File: src/design/apf_pkg.sv
package apf_pkg;

    // field widths
    localparam int unsigned POS_W    = 32;
    localparam int unsigned OUT_POS_W = 33;
    localparam int unsigned ERR_W    = 34;
    localparam int unsigned MAG_W    = 33;
    localparam int unsigned TOL_W    = 16;
    localparam int unsigned DRV_W    = 15;
    localparam int unsigned DRIVE_W  = 16;
    localparam int unsigned PROD_W   = MAG_W + DRV_W;
    localparam int unsigned DIV_W    = TOL_W + 1;
    localparam int unsigned DSH_W    = DIV_W + DRV_W;
    localparam int unsigned CNT_W    = 4;
    localparam int unsigned PC_W     = 3;
    localparam int unsigned CFG_IDX_W = 3;
    localparam int unsigned CFG_DAT_W = 16;

    // defaults
    localparam int unsigned NUM_AXES_DEF = 2;
    localparam logic [DRV_W-1:0] MAX_DRIVE = 15'd1000;
    localparam logic [CNT_W-1:0] LOOP_TOP  = 4'(DRV_W - 1);

    // mode commands
    localparam logic [1:0] CMD_STOP   = 2'd0;
    localparam logic [1:0] CMD_FOLLOW = 2'd1;
    localparam logic [1:0] CMD_FAST   = 2'd2;
    localparam logic [1:0] CMD_HOME   = 2'd3;

    // register indexes
    localparam logic [CFG_IDX_W-1:0] REG_X_TOL    = 3'd0;
    localparam logic [CFG_IDX_W-1:0] REG_Y_TOL    = 3'd1;
    localparam logic [CFG_IDX_W-1:0] REG_X_THR    = 3'd2;
    localparam logic [CFG_IDX_W-1:0] REG_Y_THR    = 3'd3;
    localparam logic [CFG_IDX_W-1:0] REG_X_FOLLOW = 3'd4;
    localparam logic [CFG_IDX_W-1:0] REG_Y_FOLLOW = 3'd5;
    localparam logic [CFG_IDX_W-1:0] REG_X_ORIGIN = 3'd6;
    localparam logic [CFG_IDX_W-1:0] REG_Y_ORIGIN = 3'd7;

    // microcode addresses
    localparam logic [PC_W-1:0] PC_POS  = 3'd0;
    localparam logic [PC_W-1:0] PC_ERR  = 3'd1;
    localparam logic [PC_W-1:0] PC_MAG  = 3'd2;
    localparam logic [PC_W-1:0] PC_CLR  = 3'd3;
    localparam logic [PC_W-1:0] PC_MUL  = 3'd4;
    localparam logic [PC_W-1:0] PC_DCHK = 3'd5;
    localparam logic [PC_W-1:0] PC_DIV  = 3'd6;
    localparam logic [PC_W-1:0] PC_FIN  = 3'd7;

    typedef enum logic [3:0] {
        OP_NOP, OP_POS, OP_ERR, OP_MAG, OP_CLR, OP_MUL, OP_DCHK, OP_DIV, OP_FIN
    } t_op;

    typedef enum logic [1:0] {
        C_NONE, C_NOPROP, C_LOOP, C_SAT
    } t_cond;

    typedef enum logic [1:0] {
        S_IDLE = 2'b01,
        S_RUN  = 2'b10
    } t_seq_state;

    typedef struct packed {
        t_op             op;
        t_cond           cond;
        logic [PC_W-1:0] target;
    } t_ctrl;

    typedef struct packed {
        logic noprop;
        logic sat;
        logic cnt_nz;
        logic out_stall;
    } t_flags;

    // control store
    function automatic t_ctrl rom_word(input logic [PC_W-1:0] pc);
        t_ctrl w;
        w = '{op: OP_NOP, cond: C_NONE, target: PC_POS};
        case (pc)
            PC_POS:  w = '{op: OP_POS,  cond: C_NONE,   target: PC_POS};
            PC_ERR:  w = '{op: OP_ERR,  cond: C_NONE,   target: PC_POS};
            PC_MAG:  w = '{op: OP_MAG,  cond: C_NONE,   target: PC_POS};
            PC_CLR:  w = '{op: OP_CLR,  cond: C_NOPROP, target: PC_FIN};
            PC_MUL:  w = '{op: OP_MUL,  cond: C_LOOP,   target: PC_MUL};
            PC_DCHK: w = '{op: OP_DCHK, cond: C_SAT,    target: PC_FIN};
            PC_DIV:  w = '{op: OP_DIV,  cond: C_LOOP,   target: PC_DIV};
            PC_FIN:  w = '{op: OP_FIN,  cond: C_NONE,   target: PC_POS};
            default: w = '{op: OP_NOP,  cond: C_NONE,   target: PC_POS};
        endcase
        return w;
    endfunction

endpackage

File: src/design/apf_if.sv
interface apf_in_if;
    logic               valid;
    logic               ready;
    logic               axis;
    logic [1:0]         cmd;
    logic signed [31:0] target;
    logic signed [31:0] encoder_count;
    logic               limit_switch;

    modport source (output valid, axis, cmd, target, encoder_count, limit_switch,
                    input ready);
    modport sink   (input valid, axis, cmd, target, encoder_count, limit_switch,
                    output ready);
endinterface

interface apf_out_if;
    logic               valid;
    logic               ready;
    logic signed [15:0] drive;
    logic               done_res;
    logic signed [32:0] position;
    logic               axis_out;

    modport source (output valid, drive, done_res, position, axis_out, input ready);
    modport sink   (input valid, drive, done_res, position, axis_out, output ready);
endinterface

File: src/design/apf_seq.sv
module apf_seq (
    input  logic            i_clk,
    input  logic            i_rst_n,
    input  logic            i_start,
    input  apf_pkg::t_flags i_flags,
    output logic            o_idle,
    output apf_pkg::t_ctrl  o_ctrl
);
    import apf_pkg::*;

    t_seq_state      r_state, n_state;
    logic [PC_W-1:0] r_pc, n_pc;
    t_ctrl           w;
    logic            take;

    always_comb begin
        w = rom_word(r_pc);
        case (w.cond)
            C_NONE:   take = 1'b0;
            C_NOPROP: take = i_flags.noprop;
            C_LOOP:   take = i_flags.cnt_nz;
            C_SAT:    take = i_flags.sat;
            default:  take = 1'b0;
        endcase
    end

    always_comb begin
        n_state = r_state;
        n_pc    = r_pc;
        case (r_state)
            S_IDLE: begin
                n_pc = PC_POS;
                if (i_start) begin
                    n_state = S_RUN;
                end
            end
            S_RUN: begin
                if (w.op == OP_FIN) begin
                    if (!i_flags.out_stall) begin
                        n_state = S_IDLE;
                        n_pc    = PC_POS;
                    end
                end else if (take) begin
                    n_pc = w.target;
                end else begin
                    n_pc = r_pc + 1'b1;
                end
            end
            default: begin
                n_state = S_IDLE;
                n_pc    = PC_POS;
            end
        endcase
    end

    always_ff @(posedge i_clk) begin
        if (!i_rst_n) begin
            r_state <= S_IDLE;
            r_pc    <= PC_POS;
        end else begin
            r_state <= n_state;
            r_pc    <= n_pc;
        end
    end

    assign o_idle = (r_state == S_IDLE);
    assign o_ctrl = (r_state == S_RUN) ? w
                  : t_ctrl'{op: OP_NOP, cond: C_NONE, target: PC_POS};

endmodule

File: src/design/axis_position_follow_and_homing.sv
// channel  dir  handshake      payload
// i_in     in   valid/ready    axis, cmd, target, encoder_count, limit_switch
// o_out    out  valid/ready    drive, done_res, position, axis_out
// i_cfg    in   write enable   i_cfg_index (3b), i_cfg_data (16b), no read-back
//
// one beat at a time: a microcoded sequencer walks each tick through the datapath
// stop, follow, homing, small-error fast follow: position, error, magnitude, clear, finish
// proportional fast follow adds 15 shift-add multiply steps and 15 restoring
// divide steps on a 48-bit accumulator; a quotient sure to pass the limit skips the divide
// result sits in an output register; the next beat is taken while it waits
// a stalled output holds the sequencer on its last step; reset is synchronous, no sweep
module axis_position_follow_and_homing #(
    parameter int unsigned NUM_AXES = apf_pkg::NUM_AXES_DEF
) (
    input  logic                             i_clk,
    input  logic                             i_rst_n,
    apf_in_if.sink                           i_in,
    apf_out_if.source                        o_out,
    input  logic                             i_cfg_wr_en,
    input  logic [apf_pkg::CFG_IDX_W-1:0]    i_cfg_index,
    input  logic [apf_pkg::CFG_DAT_W-1:0]    i_cfg_data
);
    import apf_pkg::*;

    // configuration, one set for each of the two axes
    logic [TOL_W-1:0] r_tol    [2];
    logic [TOL_W-1:0] r_thr    [2];
    logic [DRV_W-1:0] r_follow [2];
    logic [DRV_W-1:0] r_origin [2];

    // homing offset per axis
    logic signed [POS_W-1:0] r_offset [NUM_AXES];

    // captured beat
    logic                    r_ax;
    logic [1:0]              r_cmd;
    logic signed [POS_W-1:0] r_tgt;
    logic signed [POS_W-1:0] r_enc;
    logic                    r_sw;

    // working registers
    logic signed [OUT_POS_W-1:0] r_pos;
    logic signed [ERR_W-1:0]     r_err;
    logic [MAG_W-1:0]            r_mag;
    logic                        r_inside;
    logic                        r_prop;
    logic [PROD_W-1:0]           r_acc;
    logic [DSH_W-1:0]            r_dsh;
    logic [DRV_W-1:0]            r_q;
    logic                        r_sat;
    logic [CNT_W-1:0]            r_cnt;

    // output register
    logic                        r_out_valid;
    logic signed [DRIVE_W-1:0]   r_out_drive;
    logic                        r_out_done;
    logic signed [OUT_POS_W-1:0] r_out_pos;
    logic                        r_out_ax;

    t_ctrl  ctrl;
    t_flags flags;
    logic   seq_idle;
    logic   in_fire;
    logic   fin_fire;

    // per-axis selections
    logic                    ax_ok;
    logic signed [POS_W-1:0] off_sel;
    logic [TOL_W-1:0]        tol_sel;
    logic [TOL_W-1:0]        thr_sel;
    logic [DRV_W-1:0]        follow_sel;
    logic [DRV_W-1:0]        origin_sel;
    logic [DIV_W-1:0]        dvsr;

    logic                    inside_c;
    logic                    prop_c;
    logic                    sat_c;
    logic                    ge_c;
    logic [PROD_W-1:0]       mul_next;

    // final result
    logic                        err_pos;
    logic [DRV_W-1:0]            q_lo;
    logic [DRV_W-1:0]            q_fin;
    logic [DRV_W-1:0]            mag_out;
    logic                        neg_out;
    logic                        done_out;
    logic signed [OUT_POS_W-1:0] pos_out;
    logic                        capture;
    logic signed [DRIVE_W-1:0]   drive_out;

    assign in_fire  = i_in.valid && seq_idle;
    assign i_in.ready = seq_idle;
    assign fin_fire = (ctrl.op == OP_FIN) && !(r_out_valid && !o_out.ready);

    apf_seq u_seq (
        .i_clk   (i_clk),
        .i_rst_n (i_rst_n),
        .i_start (in_fire),
        .i_flags (flags),
        .o_idle  (seq_idle),
        .o_ctrl  (ctrl)
    );

    // axis beyond the offset table passes the raw count through
    assign ax_ok = (NUM_AXES > 1) || (r_ax == 1'b0);

    always_comb begin
        off_sel = '0;
        for (int i = 0; i < NUM_AXES; i++) begin
            if (r_ax == 1'(i)) begin
                off_sel = r_offset[i];
            end
        end
        if (!ax_ok) begin
            off_sel = '0;
        end
    end

    assign tol_sel    = r_tol[r_ax];
    assign thr_sel    = r_thr[r_ax];
    assign follow_sel = r_follow[r_ax];
    assign origin_sel = r_origin[r_ax];
    assign dvsr       = {thr_sel, 1'b0};

    // branch conditions
    assign inside_c = r_mag < {{(MAG_W - TOL_W){1'b0}}, tol_sel};
    assign prop_c   = (r_cmd == CMD_FAST) && !inside_c
                   && (r_mag > {{(MAG_W - TOL_W){1'b0}}, thr_sel});
    // quotient of 2^15 or more always hits the limit; zero divisor lands here too
    assign sat_c    = r_acc >= {{(PROD_W - DSH_W){1'b0}}, dvsr, {DRV_W{1'b0}}};
    assign ge_c     = r_acc >= {{(PROD_W - DSH_W){1'b0}}, r_dsh};
    assign mul_next = {r_acc[PROD_W-2:0], 1'b0}
                    + (follow_sel[r_cnt] ? {{(PROD_W - MAG_W){1'b0}}, r_mag} : '0);

    assign flags = '{noprop:    !prop_c,
                     sat:       sat_c,
                     cnt_nz:    (r_cnt != '0),
                     out_stall: r_out_valid && !o_out.ready};

    // datapath steps
    always_ff @(posedge i_clk) begin
        if (in_fire) begin
            r_ax  <= i_in.axis;
            r_cmd <= i_in.cmd;
            r_tgt <= i_in.target;
            r_enc <= i_in.encoder_count;
            r_sw  <= i_in.limit_switch;
        end
        case (ctrl.op)
            OP_POS: begin
                r_pos <= {r_enc[POS_W-1], r_enc} - {off_sel[POS_W-1], off_sel};
            end
            OP_ERR: begin
                r_err <= {{(ERR_W - POS_W){r_tgt[POS_W-1]}}, r_tgt}
                       - {{(ERR_W - OUT_POS_W){r_pos[OUT_POS_W-1]}}, r_pos};
            end
            OP_MAG: begin
                r_mag <= r_err[ERR_W-1] ? MAG_W'(-r_err) : MAG_W'(r_err);
            end
            OP_CLR: begin
                r_inside <= inside_c;
                r_prop   <= prop_c;
                r_acc    <= '0;
                r_cnt    <= LOOP_TOP;
            end
            OP_MUL: begin
                r_acc <= mul_next;
                r_cnt <= r_cnt - 1'b1;
            end
            OP_DCHK: begin
                r_sat <= sat_c;
                r_dsh <= {1'b0, dvsr, {(DRV_W - 1){1'b0}}};
                r_q   <= '0;
                r_cnt <= LOOP_TOP;
            end
            OP_DIV: begin
                if (ge_c) begin
                    r_acc <= r_acc - {{(PROD_W - DSH_W){1'b0}}, r_dsh};
                end
                r_q[r_cnt] <= ge_c;
                r_dsh      <= r_dsh >> 1;
                r_cnt      <= r_cnt - 1'b1;
            end
            default: begin
            end
        endcase
    end

    // drive selection on the last step
    always_comb begin
        err_pos  = !r_err[ERR_W-1] && (r_err != '0);
        q_lo     = (r_q < origin_sel) ? origin_sel : r_q;
        q_fin    = (r_sat || (q_lo > MAX_DRIVE)) ? MAX_DRIVE : q_lo;
        mag_out  = '0;
        neg_out  = 1'b0;
        done_out = r_inside;
        pos_out  = r_pos;
        capture  = 1'b0;
        case (r_cmd)
            CMD_STOP: begin
                mag_out = '0;
            end
            CMD_FOLLOW: begin
                mag_out = r_inside ? '0 : follow_sel;
                neg_out = !err_pos;
            end
            CMD_FAST: begin
                mag_out = r_inside ? '0 : (r_prop ? q_fin : origin_sel);
                neg_out = !err_pos;
            end
            CMD_HOME: begin
                mag_out  = origin_sel;
                neg_out  = 1'b1;
                done_out = r_sw;
                if (r_sw) begin
                    // offset takes this count, so the corrected position is zero
                    mag_out = '0;
                    pos_out = '0;
                    capture = 1'b1;
                end
            end
            default: begin
                mag_out = '0;
            end
        endcase
        // switch closed: nothing moves further toward the origin
        if (neg_out && r_sw) begin
            mag_out = '0;
        end
        if (!ax_ok) begin
            mag_out  = '0;
            done_out = 1'b0;
            capture  = 1'b0;
        end
        drive_out = neg_out ? -$signed({1'b0, mag_out}) : $signed({1'b0, mag_out});
    end

    // output register and homing capture
    always_ff @(posedge i_clk) begin
        if (!i_rst_n) begin
            r_out_valid <= 1'b0;
            for (int i = 0; i < NUM_AXES; i++) begin
                r_offset[i] <= '0;
            end
        end else begin
            if (fin_fire) begin
                r_out_valid <= 1'b1;
            end else if (o_out.ready) begin
                r_out_valid <= 1'b0;
            end
            if (fin_fire && capture) begin
                for (int i = 0; i < NUM_AXES; i++) begin
                    if (r_ax == 1'(i)) begin
                        r_offset[i] <= r_enc;
                    end
                end
            end
        end
    end

    always_ff @(posedge i_clk) begin
        if (fin_fire) begin
            r_out_drive <= drive_out;
            r_out_done  <= done_out;
            r_out_pos   <= ax_ok ? pos_out
                                 : {r_enc[POS_W-1], r_enc};
            r_out_ax    <= r_ax;
        end
    end

    // configuration writes
    always_ff @(posedge i_clk) begin
        if (!i_rst_n) begin
            for (int i = 0; i < 2; i++) begin
                r_tol[i]    <= 16'd10;
                r_thr[i]    <= 16'd1000;
                r_follow[i] <= 15'd200;
                r_origin[i] <= 15'd100;
            end
        end else if (i_cfg_wr_en) begin
            case (i_cfg_index)
                REG_X_TOL:    r_tol[0]    <= i_cfg_data;
                REG_Y_TOL:    r_tol[1]    <= i_cfg_data;
                REG_X_THR:    r_thr[0]    <= i_cfg_data;
                REG_Y_THR:    r_thr[1]    <= i_cfg_data;
                REG_X_FOLLOW: r_follow[0] <= i_cfg_data[DRV_W-1:0];
                REG_Y_FOLLOW: r_follow[1] <= i_cfg_data[DRV_W-1:0];
                REG_X_ORIGIN: r_origin[0] <= i_cfg_data[DRV_W-1:0];
                REG_Y_ORIGIN: r_origin[1] <= i_cfg_data[DRV_W-1:0];
                default: begin
                end
            endcase
        end
    end

    assign o_out.valid    = r_out_valid;
    assign o_out.drive    = r_out_drive;
    assign o_out.done_res = r_out_done;
    assign o_out.position = r_out_pos;
    assign o_out.axis_out = r_out_ax;

endmodule

File: src/flat_wrapper.sv
// flat-port wrapper written by rule: the top's interface ports become plain ports
module axis_position_follow_and_homing_flat import apf_pkg::*;
#(
    parameter int unsigned NUM_AXES = apf_pkg::NUM_AXES_DEF
)
  (i_clk, i_rst_n, i_cfg_wr_en, i_cfg_index, i_cfg_data, i_in_valid, i_in_axis, i_in_cmd, i_in_target, i_in_encoder_count, i_in_limit_switch, i_in_ready, o_out_valid, o_out_drive, o_out_done_res, o_out_position, o_out_axis_out, o_out_ready);
  apf_in_if i_in_i ();
  apf_out_if o_out_i ();
  input  logic i_clk;
  input  logic i_rst_n;
  input  logic i_cfg_wr_en;
  input  logic [apf_pkg::CFG_IDX_W-1:0] i_cfg_index;
  input  logic [apf_pkg::CFG_DAT_W-1:0] i_cfg_data;
  input wire logic [$bits(i_in_i.valid)-1:0] i_in_valid;
  input wire logic [$bits(i_in_i.axis)-1:0] i_in_axis;
  input wire logic [$bits(i_in_i.cmd)-1:0] i_in_cmd;
  input wire logic [$bits(i_in_i.target)-1:0] i_in_target;
  input wire logic [$bits(i_in_i.encoder_count)-1:0] i_in_encoder_count;
  input wire logic [$bits(i_in_i.limit_switch)-1:0] i_in_limit_switch;
  output wire logic [$bits(i_in_i.ready)-1:0] i_in_ready;
  output wire logic [$bits(o_out_i.valid)-1:0] o_out_valid;
  output wire logic [$bits(o_out_i.drive)-1:0] o_out_drive;
  output wire logic [$bits(o_out_i.done_res)-1:0] o_out_done_res;
  output wire logic [$bits(o_out_i.position)-1:0] o_out_position;
  output wire logic [$bits(o_out_i.axis_out)-1:0] o_out_axis_out;
  input wire logic [$bits(o_out_i.ready)-1:0] o_out_ready;
  assign i_in_i.valid = i_in_valid;
  assign i_in_i.axis = i_in_axis;
  assign i_in_i.cmd = i_in_cmd;
  assign i_in_i.target = i_in_target;
  assign i_in_i.encoder_count = i_in_encoder_count;
  assign i_in_i.limit_switch = i_in_limit_switch;
  assign i_in_ready = i_in_i.ready;
  assign o_out_valid = o_out_i.valid;
  assign o_out_drive = o_out_i.drive;
  assign o_out_done_res = o_out_i.done_res;
  assign o_out_position = o_out_i.position;
  assign o_out_axis_out = o_out_i.axis_out;
  assign o_out_i.ready = o_out_ready;
  axis_position_follow_and_homing #(.NUM_AXES(NUM_AXES)) u_core (.i_clk(i_clk), .i_rst_n(i_rst_n), .i_in(i_in_i), .o_out(o_out_i), .i_cfg_wr_en(i_cfg_wr_en), .i_cfg_index(i_cfg_index), .i_cfg_data(i_cfg_data));
endmodule
File: config.mk
export PLATFORM = sky130hd
export DESIGN_NAME = axis_position_follow_and_homing_flat
export DESIGN_NICKNAME = d
export VERILOG_FILES = /design/src/design/apf_pkg.sv /design/src/design/apf_if.sv /design/src/design/apf_seq.sv /design/src/design/axis_position_follow_and_homing.sv /design/src/flat_wrapper.sv
export SDC_FILE = /design/constraint.sdc
export NUM_CORES = 1
export LEC_CHECK = 0
export ABC_AREA = 0
export BUFFER_PORTS_ARGS = -buffer_cell sky130_fd_sc_hd__buf_4
export CORE_UTILIZATION = 55
export DETAILED_ROUTE_END_ITERATION = 12
export GPL_TIMING_DRIVEN = 1
export PLACE_DENSITY = 0.73
export SLEW_MARGIN = 40
export SYNTH_ARGS = -nofsm -noshare
export SYNTH_HDL_FRONTEND = slang
export SYNTH_HIERARCHICAL = 1
export SYNTH_SLANG_ARGS = --single-unit
File: constraint.sdc
create_clock -name i_clk -period 9.9 [get_ports i_clk]
set_input_delay 1.98 -clock i_clk [delete_from_list [all_inputs] [get_ports i_clk]]
set_output_delay 1.98 -clock i_clk [all_outputs]
set_load 0.005 [all_outputs]
==> impl_results.md <==
- Clock Root Buffer: clkbuf_16
- Final Cell Area: about 0.034 mm2
- RSZ-0062 raised after global routing: no
- Share of layout cells above drive strength 1: 12.4%
- DP HPWL: 54400 um
- Mapped Nets: 2857
- Worst-Skew Late Latency: around 0.63 ns
- Yosys warnings: 6
- Post_cts resized: 0
- Status: completed
- Placed Area: between 0.03 and 0.04 mm2
- Drt initial violations: 1814
- DRT Pass-1 Iters: 7
- Vias: 21.0k
- Clk_skew: approximately 0.033 ns
- Port Buffer Count: 144
- Met1 global-route usage: 35.2%
- CTS clk-pin slew, worst paths: 0.06 ns
- Core ar.: around 0.053 mm2
- Clock Tree Buf Depth: 3
- Critical path data arrival time: approximately 6.5 ns
- First-pass GRT wire length: 114000 um
- GR Layer Usage met3: 4.04%
- Number of clock sinks: 522
- Drt via density: 6.09
- WL/cell: 21.3 um
- Max Cap Viol: 0
- TNS Setup: 0 ns
- CP Launch Type: flop
- Synthesis-to-layout area growth: 12.7%
- Antenna diode count: 0
- Slew headroom: 37.6%
- Drt total wl: 73300 um
- Final Hold Fails: 0
- # setup viols final: 0
- Mapped cell area: 0.0298 mm2
- GRT Total Usage: 26.5%
- Worst VDD drop: around 160 uV
- Avg Cell Area, Syn: 11.7 um2
- Minimum clock period after layout: 6.15 ns
- Worst-margin pin slew: 0.910 ns
- Leakage: 13.1 nW
- Antenna violations before repair: 6
- Pin count of the biggest net entering global routing: 104
- Vias in the first global route: approximately 21k
- Post-CTS Setup Bufs: 0
- Fin nets: roughly 3k
- CTS tree: done
- Power per cell area: between 150 and 200 mW/mm2
- Initial Util: 56.2%
- Hold-fix buffers, CTS: 0
- Pins Over Slew Limit: 0
- Cells after Synth: between 2k and 3k
- Tcrit/Tclk final: 62.1%
- Routed Antenna Nets: 0
- CP max stage delay: about 0.9 ns
- Floorplan row count: 84
- Met2 GRT Util: 44.3%
- Crit path required time: 10.22 ns
- Fill count: 4030
- HP Class: flop to flop
- Die X: between 200 and 250 um
- GRT overflow: 0
- Height of the die: 235 um
- Slowest CP cell: dfxtp_4
- Busiest grt layer: met2
- Fmax: 163 MHz
- WS Path Type: flop to flop
- Worst path cell trace: mux4_2 > mux4_2 > mux2i_2 > buf_4 > nor2b_1 > ha_1 > a21o_1 > a21o_1 > a2111oi_2 > o211ai_1 > a31oi_1 > a21oi_1 > a21oi_1 > a2bb2oi_1 > nor2_1 > xnor2_1 > o22ai_1
- Htree depth: 2
- DRC: 0
- IO Count: 145
- CP max FO: 47
- Die area: between 0.05 and 0.06 mm2
- Num CTS Buffers: 56
- Placer Congestion: between 0.9 and 1
- CP endpoint kind: flop
[where the power goes]
part | internal, mW | switching [mW]
logic | 0.321 | 0.457
clock network | 1.19 | 0.876
registers | 2.52 | 0.0421
total | 4.04 | 1.37
[stage by stage]
step                      total power [mW]  hold slack [ns]  utilization [%]  worst slack, ns  cells
after CTS                             5.45            0.465             63.2             3.78   3446
after global placement                3.35            0.439             59.8             3.93   3341
after detailed placement              3.37            0.449             59.8             3.83   3341
final                                 5.41            0.461             63.3             3.75   3447
after floorplan                       3.16            0.424                -             2.17   2557
after global routing                  5.62            0.468             63.3             3.36   3447
[final cells by class]
type	count	area [um2]	share of cell area, %
Sequential cell	522	15500	46.3
Tap cell	688	861	2.56
Multi-Input combinational cell	1830	13600	40.4
Inverter	128	480	1.43
Timing Repair Buffer	174	1320	3.92
Clock inverter	43	398	1.18
Clock buffer	62	1420	4.24
[critical path, delay by kind of cell (launching register included)]
kind                       cells  cell delay, ns
buffers and inverters          1            0.35
xor gates and xnor gates       1            0.16
adders and majority gates      1            0.31
DFF                            1            0.88
AOI/OAI and AO/OA              9            2.58
and+or+nand+nor                2            0.27
muxes                          3            1.27
[cells in the final DEF, fill, tap and decap left out, types with 95 or more instances in the layout]
cell type and n:
and2_1 95, a21oi_1 194, ha_1 204, buf_4 171
xnor2_1 124, nand2_1 130, inv_1 128, o21ai_0 102
edfxtp_1 508, nor2_1 137
[state kept, by name (all words and copies together) (netlist names), 2 cells and up, named ones only]
name,count
u_core/o_out.drive,16
u_core/o_out.position,33
u_core/r_acc,48
u_core/r_cmd,2
u_core/r_cnt,4
u_core/r_dsh,31
u_core/r_enc,32
u_core/r_err,34
u_core/r_follow,30
u_core/r_mag,33
u_core/r_offset,64
u_core/r_origin,30
u_core/r_pos,33
u_core/r_q,15
u_core/r_tgt,32
u_core/r_thr,32
u_core/r_tol,32
u_core/u_seq/r_pc,3
u_core/u_seq/r_state,2
u_core/u_seq/w,7
[layer usage]
metal	share of wire (%)	routed length (um)	vias to the layer above
met5	0	0	-
met4	3.1	2280	0
met3	7.0	5110	129
met2	48	34900	711
met1	42	31000	10200
li1	-	-	9952
[final timing paths]
check                              from                               to  slack (ns)  depth (start not counted)
hold / removal    u_core/r_ax$_DFFE_PP_  u_core/o_out.axis_out$_DFFE_PP_        0.46                          0
setup reg to reg                   flop       u_core/r_acc[40]$_DFFE_PP_        3.75                         17
setup / recovery                   flop       u_core/r_acc[40]$_DFFE_PP_        3.75                         17
hold reg to reg   u_core/r_ax$_DFFE_PP_  u_core/o_out.axis_out$_DFFE_PP_        0.46                          0
Power figures use the tool's default switching activity.
